## config.mk

```make
export PLATFORM = sky130hd
export DESIGN_NAME = fhc_back_flat
export DESIGN_NICKNAME = d
export VERILOG_FILES = /design/src/rtl/core/fhc_pkg.sv /design/src/rtl/core/fhc_channels.sv /design/src/rtl/core/fhc_back.sv /design/src/flat_wrapper.sv
export SDC_FILE = /design/constraint.sdc
export NUM_CORES = 1
export LEC_CHECK = 0
export ABC_AREA = 1
export CORE_MARGIN = 2
export CORE_UTILIZATION = 25
export CTS_CLUSTER_SIZE = 40
export DETAILED_ROUTE_END_ITERATION = 16
export DONT_BUFFER_PORTS = 1
export GPL_ROUTABILITY_DRIVEN = 0
export GPL_TIMING_DRIVEN = 0
export MAX_ROUTING_LAYER = met4
export PLACE_DENSITY = 0.48
export SLEW_MARGIN = 20
export SYNTH_ARGS = -nofsm -noshare
export SYNTH_HDL_FRONTEND = slang
export SYNTH_SLANG_ARGS = --single-unit
```

## constraint.sdc

```tcl
create_clock -name clock -period 6.3 [get_ports clock]
set_clock_uncertainty 0.1 [all_clocks]
set_input_delay 1.26 -clock clock [delete_from_list [all_inputs] [get_ports clock]]
set_output_delay 1.26 -clock clock [all_outputs]
set_load 0.02 [all_outputs]
```

## src/rtl/core/fhc_pkg.sv

```systemverilog
// fhc_pkg: shared constants, types and codes of the frame header checker
// no dependencies; every other file imports it except fhc_channels
`timescale 1ns / 1ps

package fhc_pkg;

   // header layout
   localparam int HEADER_BYTES = 20;
   localparam int CountW       = $clog2(HEADER_BYTES);

   // header queue between front and back
   localparam int QueueDepth = 2;
   localparam int QueueAw    = $clog2(QueueDepth);

   // configuration port
   localparam int AddrW = 4;
   localparam int DataW = 32;

   // register reset values
   localparam logic [31:0] MagicReset   = 32'd0;
   localparam logic [15:0] VersionReset = 16'd1;
   localparam logic [31:0] MaxLenReset  = 32'd1048576;

   // register indexes
   typedef enum logic [1:0] {
      REG_MAGIC   = 2'd0,
      REG_VERSION = 2'd1,
      REG_MAX_LEN = 2'd2
   } fhc_reg_type;

   // result status codes
   typedef enum logic [2:0] {
      ST_OK          = 3'd0,
      ST_BAD_MAGIC   = 3'd1,
      ST_BAD_VERSION = 3'd2,
      ST_RESERVED    = 3'd3,
      ST_TOO_LONG    = 3'd4
   } fhc_status_type;

   // configuration bundle
   typedef struct packed {
      logic [31:0] magic_word;
      logic [15:0] expected_version;
      logic [31:0] max_payload;
   } fhc_cfg_type;

   // decoded header fields
   typedef struct packed {
      logic [31:0] magic;
      logic [15:0] version;
      logic [15:0] msg_type;
      logic [15:0] flags;
      logic [15:0] reserved;
      logic [31:0] seq_number;
      logic [31:0] payload_length;
   } fhc_header_type;

endpackage

```

## src/rtl/core/fhc_channels.sv

```systemverilog


interface fhc_rsp_if;
   logic        valid;
   logic        ready;
   logic [2:0]  status;
   logic [15:0] msg_type;
   logic [15:0] flag_bits;
   logic [31:0] seq_number;
   logic [31:0] payload_length;

   modport source (output valid, output status, output msg_type, output flag_bits,
                   output seq_number, output payload_length, input ready);
   modport sink   (input valid, input status, input msg_type, input flag_bits,
                   input seq_number, input payload_length, output ready);
endinterface

```

## src/rtl/core/fhc_back.sv

```systemverilog
// fhc_back: runs the header checks and holds the result item for the sink
// depends on fhc_pkg and fhc_channels
`timescale 1ns / 1ps

module fhc_back (
   input  logic                    clock,
   input  logic                    reset,
   input  fhc_pkg::fhc_cfg_type    cfg,
   input  logic                    pop_valid,
   output logic                    pop_ready,
   input  fhc_pkg::fhc_header_type pop_hdr,
   fhc_rsp_if.source               rsp_chan
);
   import fhc_pkg::*;

   logic           valid_ff;
   fhc_status_type status_ff;
   fhc_status_type status_in;
   logic [15:0]    type_ff;
   logic [15:0]    flags_ff;
   logic [31:0]    seq_ff;
   logic [31:0]    len_ff;
   logic           load;
   logic           pass;

   // take a new header when the output slot is empty or being drained
   assign pop_ready = !valid_ff || rsp_chan.ready;
   assign load      = pop_valid && pop_ready;

   // checks in priority order, first failure wins
   always_comb begin
      if (pop_hdr.magic != cfg.magic_word) begin
         status_in = ST_BAD_MAGIC;
      end else if (pop_hdr.version != cfg.expected_version) begin
         status_in = ST_BAD_VERSION;
      end else if (pop_hdr.reserved != 16'd0) begin
         status_in = ST_RESERVED;
      end else if (pop_hdr.payload_length > cfg.max_payload) begin
         status_in = ST_TOO_LONG;
      end else begin
         status_in = ST_OK;
      end
   end

   assign pass = (status_in == ST_OK);

   always_ff @(posedge clock) begin
      if (reset) begin
         valid_ff <= 1'b0;
      end else if (pop_ready) begin
         valid_ff <= pop_valid;
      end
   end

   // result payload; fields are zero on a failed check
   always_ff @(posedge clock) begin
      if (load) begin
         status_ff <= status_in;
         type_ff   <= pass ? pop_hdr.msg_type       : 16'd0;
         flags_ff  <= pass ? pop_hdr.flags          : 16'd0;
         seq_ff    <= pass ? pop_hdr.seq_number     : 32'd0;
         len_ff    <= pass ? pop_hdr.payload_length : 32'd0;
      end
   end

   assign rsp_chan.valid          = valid_ff;
   assign rsp_chan.status         = status_ff;
   assign rsp_chan.msg_type       = type_ff;
   assign rsp_chan.flag_bits      = flags_ff;
   assign rsp_chan.seq_number     = seq_ff;
   assign rsp_chan.payload_length = len_ff;

endmodule

```

## src/flat_wrapper.sv

```systemverilog
// flat-port wrapper written by rule: the top's interface ports become plain ports
module fhc_back_flat import fhc_pkg::*;
  (clock, reset, cfg, pop_valid, pop_ready, pop_hdr, rsp_chan_valid, rsp_chan_status, rsp_chan_msg_type, rsp_chan_flag_bits, rsp_chan_seq_number, rsp_chan_payload_length, rsp_chan_ready);
  fhc_rsp_if rsp_chan_i ();
  input  logic clock;
  input  logic reset;
  input  fhc_pkg::fhc_cfg_type cfg;
  input  logic pop_valid;
  output logic pop_ready;
  input  fhc_pkg::fhc_header_type pop_hdr;
  output wire logic [$bits(rsp_chan_i.valid)-1:0] rsp_chan_valid;
  output wire logic [$bits(rsp_chan_i.status)-1:0] rsp_chan_status;
  output wire logic [$bits(rsp_chan_i.msg_type)-1:0] rsp_chan_msg_type;
  output wire logic [$bits(rsp_chan_i.flag_bits)-1:0] rsp_chan_flag_bits;
  output wire logic [$bits(rsp_chan_i.seq_number)-1:0] rsp_chan_seq_number;
  output wire logic [$bits(rsp_chan_i.payload_length)-1:0] rsp_chan_payload_length;
  input wire logic [$bits(rsp_chan_i.ready)-1:0] rsp_chan_ready;
  assign rsp_chan_valid = rsp_chan_i.valid;
  assign rsp_chan_status = rsp_chan_i.status;
  assign rsp_chan_msg_type = rsp_chan_i.msg_type;
  assign rsp_chan_flag_bits = rsp_chan_i.flag_bits;
  assign rsp_chan_seq_number = rsp_chan_i.seq_number;
  assign rsp_chan_payload_length = rsp_chan_i.payload_length;
  assign rsp_chan_i.ready = rsp_chan_ready;
  fhc_back u_core (.clock(clock), .reset(reset), .cfg(cfg), .pop_valid(pop_valid), .pop_ready(pop_ready), .pop_hdr(pop_hdr), .rsp_chan(rsp_chan_i));
endmodule
```

==> results of run 1 <==
[final timing paths]
check | from | depth (start not counted) | endpoint | slack [ps]
worst max-delay path | cfg[19] | 15 | u_core.rsp_chan.flag_bits[0] | 3060
worst min-delay path | u_core.rsp_chan.valid | 2 | u_core.rsp_chan.valid | 690
worst max register to register | u_core.rsp_chan.valid | 2 | u_core.rsp_chan.msg_type[1] | 4560
worst min register to register | u_core.rsp_chan.valid | 2 | u_core.rsp_chan.valid | 690
[worst max-delay path, stage by stage]
cell	delay, ps
inv_1	20
ha_1	290
nand2_1	100
inv_1	40
nand2_1	50
nand2_1	50
nand2_1	60
nand3_1	70
a21oi_1	220
nand2_1	100
a21oi_2	440
buf_4	280
buf_4	180
nand2_1	60
inv_1	90
[cell usage after synthesis]
library cell  count
nand2_1         165
ha_1             32
nand3_1           5
buf_2             5
nor3b_1           1
xor2_1           43
nor2_2            2
nand4_1           2
inv_2             9
edfxtp_1         99
o21ai_0           2
o21a_1            1
a21o_1            2
nor4_1            1
nor3_1            1
nor2_1           53
buf_4             5
inv_1           139
dfxtp_1           1
a21oi_2           1
a21oi_1          16
[cell usage in the layout (no fill, tap or decap), types with 4 or more instances in the layout]
| cell type | count |
|---|---|
| nand2_1 | 165 |
| inv_1 | 139 |
| edfxtp_1 | 99 |
| nor2_1 | 53 |
| xor2_1 | 43 |
| ha_1 | 32 |
| a21oi_1 | 15 |
| inv_2 | 9 |
| clkbuf_16 | 9 |
| nand3_1 | 5 |
| buf_4 | 5 |
| buf_2 | 5 |
| clkinv_4 | 4 |
| buf_16 | 4 |
[through the flow]
stage,area [um2],std cells,utilization (%),worst slack [ps]
after floorplan,5400,585,-,1560
final,6160,880,29.2,3060
after CTS,6160,880,29.2,2930
after detailed placement,5860,864,27.8,2570
after global routing,6160,880,29.2,2770
after global placement,5740,860,27.2,79.1
[cell families (layout without fill, tap and decap cells)]
family | after synthesis | after routing | share of synthesized area (%)
AO/OA/AOI/OAI | 22 | 22 | 2.25
XOR/XNOR | 43 | 43 | 6.98
adder cells (fa/ha/maj) | 32 | 32 | 7.42
buffers and inverters | 158 | 178 | 11.5
flip-flops | 100 | 100 | 55.5
AND/OR/NAND/NOR | 230 | 230 | 16.4
[layout make-up]
| class | instances | area share [%] |
|---|---|---|
| clock inverter | 6 | 0.975 |
| tap | 275 | 5.58 |
| inverter | 148 | 9.02 |
| buffer | 10 | 1.02 |
| timing repair buffer | 4 | 1.79 |
| clock buffer | 10 | 3.88 |
| sequential | 100 | 48.6 |
| multi-input combinational | 327 | 29.2 |
[sequential cells by signal, indices dropped and copies added (netlist names)]
register and flops:
u_core.rsp_chan.flag_bits 16, u_core.rsp_chan.msg_type 16, u_core.rsp_chan.status 3, u_core.rsp_chan.payload_length 32
u_core.rsp_chan.valid 1, u_core.rsp_chan.seq_number 32
[where the power goes]
group | internal (uW) | total, uW | switching (uW) | leakage [uW]
Sequential | 764 | 819 | 55.3 | 0.000987
Combinational | 48.9 | 111 | 62.0 | 0.00208
Clock | 287 | 559 | 272 | 0.000146
[metal layers]
layer / up-vias / track usage [%] / wire, um
li1: 1804 / - / -
met1: 1506 / 11.5 / 4980
met2: 225 / 23.7 / 7830
met3: 7 / 4.40 / 1550
met4: 0 / 3.36 / 146
met5: - / - / 0
==> impl_metrics.toml, run 1 <==
[status]
status = "completed"

[logic_synthesis]
ys_ff_latch = 100
synth.distinct_cells = 21
synthTopCellsByArea = "edfxtp_1 (55%), nand2_1 (11%), inv_1 (9.7%)"
yosysSeqAreaShare_pct = 55.5
netlist.area_leader.share_pct = 55.1
syn_area_um2 = 5400
synth_top_area_cell = "edfxtp_1"
avgSynthCellArea_um2 = 9.22
syn_inst = 585
synthesis.nets = 861
ys_warn_count = 0

[cells_and_area]
fill_cells = 2226
fin_nets = 876
synthToLayoutAreaGrowth_pct = 14.2
diodes = 0
seq_area_um2 = 2990
multi_input_area_um2 = 1800
drive_gt1_share_pct = 7.11

[floorplanning]
die-height_um = 151
die_x_um = 151
start_util_pct = 25.6
ios = 345
row_count = 53
die_area_um2 = 22800
core_um2 = 21100

[sta]
fmax_ghz = 0.309
hold-worst-slack_ps = 687
slew_violations = 0
tightest_slew_ps = 741
period_share_pct = 51.4
fin_tns_setup_ps = 0
maxSlewHeadroom_pct = 50.5
fin_crit_ps = 3240
setup_viol = 0
hold_viol_final = 0
rsz0062_at_grt = "false"

[global_route]
grt_util_all_layers_pct = 12.3
grt_max_degree = 26
grt_pass1_vias = 3371
grt-ovfl-total = 0
grt_pass1_wl_um = 19600
antenna_found_initial = 0

[placement]
dp_hpwl_um = 12300
io_buffer_count = 0

[routing]
antenna_left = 0
wl_um = 14500
vias = 3542
drc = 0
first_iter_violations = 106
wire_per_inst_um = 16.5
firstDrtPassIters = 4
vias_per_cell = 4.03

[worst_setup_path]
worstPathArrival_ps = 3350
crit_fanout = 10
endpoint_kind = "flop"
path_class = "in2reg"
start_kind = "input pin"
worst_ep_required_time_ps = 6410

[power_and_ir_drop]
power_density_nw_per_um2 = 242
ir_drop_mv = 0.102
p_total_uw = 1490
p_leak_uw = 0.00322

[clocking]
cts_tree = "yes"
cts.sinks = 100
ctsHoldBuffers = 0
clk_transition_reported_paths_ps = 80
clk_latency_ps = 350
clockBufferDepth = 2
cts_root_buf = "clkbuf_16"
cts_inserted_buffers = 9
cts_setup_buffers = 0
h-tree-depth = 3
postCtsResizedCells = 0

[hold_path]
hold_path.class = "reg2reg"

[job]
maxCapViolations = 0
Power figures use the tool's default switching activity.
==> run 2, diff against run 1 <==
- clock period: 6.3 -> 2.7 ns (I/O delays scaled with it)
==> run 2 against run 1 <==
Against the previous run: sequential power rose by 130%; wire length fell by 1.5%; first-iteration DRC count rose by 23%; combinational power rose by 140%; critical path type unchanged; largest power group unchanged.
==> impl_metrics.toml, run 2 (synthesis gave the netlist of run 1 again) <==
[status]
status = "completed"

[power_and_ir_drop]
p_sw_share_pct = 23.8
clockPowerShare_pct = 39.0
ir_drop_mv = 0.322
p_leak_uw = 0.00322
seq_power_share_pct = 53.7
pwr-share-comb_pct = 7.3
p_switching_uw = 846
p_total_uw = 3560
power_density_nw_per_um2 = 575
internal-power_uw = 2720

[clocking]
cts_tree = "yes"
h-tree-depth = 3
postCtsResizedCells = 0
cts_root_buf = "clkbuf_16"
clk_transition_reported_paths_ps = 70
ctsHoldBuffers = 0
clockBufferDepth = 2
clk_latency_ps = 340
cts_setup_buffers = 0
cts.sinks = 100
cts_inserted_buffers = 9

[floorplanning]
ios = 345
core_um2 = 21100
row_count = 53
die-height_um = 151
die_area_um2 = 22800
start_util_pct = 25.6
die_x_um = 151

[placement]
dp_hpwl_um = 12200
placed_cell_area_um2 = 5870
io_buffer_count = 0
dp_cells = 864

[global_route]
grt_pass1_wl_um = 19500
grt_pass1_vias = 3387
antenna_found_initial = 0
grt-ovfl-total = 0
grt_max_degree = 25
grt_util_all_layers_pct = 12.1

[routing]
firstDrtPassIters = 4
antenna_left = 0
drc = 0
vias = 3593
first_iter_violations = 130
wl_um = 14300
vias_per_cell = 4.08
wire_per_inst_um = 16.2

[worst_setup_path]
r2r-start = "u_core.rsp_chan.valid"
path_class = "in2reg"
worstPathArrival_ps = 2510
worst_ep_required_time_ps = 2820
rr_worst_depth = 2
start_kind = "input pin"
reg2reg_slack_ps = 960
endpoint_kind = "flop"
r2r-end = "u_core.rsp_chan.payload_length[1]"
crit_fanout = 10

[cells_and_area]
synthToLayoutAreaGrowth_pct = 14.9
final_common_cell = "nand2_1"
drive_gt1_share_pct = 7.11
final_cell_mix = "nand2_1 (165), inv_1 (137), edfxtp_1 (99), nor2_1 (53), xor2_1 (43)"
fin_nets = 876
fill_cells = 2221
stdcell_count = 880
fin_util_pct = 29.4
post-route-cell-area_um2 = 6200
diodes = 0

[sta]
hold_viol_final = 0
fin_crit_ps = 2390
setup_viol = 0
rsz0062_at_grt = "false"
slew_violations = 0
maxSlewHeadroom_pct = 48.6
period_share_pct = 88.6
tightest_slew_ps = 769
fmax_ghz = 0.418

[job]
maxCapViolations = 0

[hold_path]
whs_path_depth = 1
hold_path.class = "in2reg"
holdCritStartpoint = "reset"
whs_endpoint = "u_core.rsp_chan.valid"
-- run 2: per-layer routing --
metal | global-route usage [%] | vias up | wire (um) | share of wire, %
met3 | 4.61 | 11 | 1520 | 11
li1 | - | 1804 | - | -
met2 | 22.8 | 218 | 7840 | 55
met1 | 11.3 | 1560 | 4780 | 33
met4 | 3.97 | 0 | 155 | 1.1
met5 | - | - | 0 | 0
-- run 2: layout make-up --
class / count / area (um2) / area share [%]
plain buffers: 10 / 62.6 / 1.01
clock buffers: 11 / 233 / 3.75
clock inverters: 5 / 83.8 / 1.35
inverters: 148 / 568 / 9.16
multi-input cells: 327 / 1800 / 29.1
flip-flops and latches: 100 / 2990 / 48.3
well taps: 275 / 344 / 5.55
repair buffers: 4 / 110 / 1.78
-- run 2: worst max-delay path, stage by stage --
cell and delay (ps):
inv_1 30, ha_1 300, a21oi_1 130, o21ai_0 130, nand2_1 80, nand2_1 50, a21oi_1 250, nand2_1 140
a21oi_4 280, buf_4 240, buf_4 190, nand2_1 80, inv_1 60
-- run 2: worst max-delay path by stage --
stage	start	end	depth (start not counted)
after floorplan	rsp_chan_ready	u_core.rsp_chan.flag_bits[0]	2
after global placement	rsp_chan_ready	u_core.rsp_chan.payload_length[2]	2
after detailed placement	cfg[31]	u_core.rsp_chan.flag_bits[0]	13
after CTS	cfg[31]	u_core.rsp_chan.flag_bits[0]	13
after global routing	cfg[27]	u_core.rsp_chan.seq_number[6]	13
final	cfg[27]	u_core.rsp_chan.seq_number[3]	13
-- run 2: per-stage QoR --
step	setup TNS (ps)	hold slack [ps]	setup slack, ps
global placement	-95070	511	-828
finish	0	158	308
global route	0	138	73.0
CTS	0	139	72.1
detailed placement	-15870	515	-294
floorplan	-2670	509	-27.0
-- run 2: power by group through the flow --
| stage | combinational (uW) | sequential [uW] | clock [uW] |
|---|---|---|---|
| after CTS | 268 | 1910 | 1430 |
| after global routing | 308 | 1920 | 1500 |
| after floorplan | 192 | 1940 | 0 |
| after detailed placement | 266 | 1950 | 0 |
| final | 261 | 1910 | 1390 |
| after global placement | 237 | 1960 | 0 |
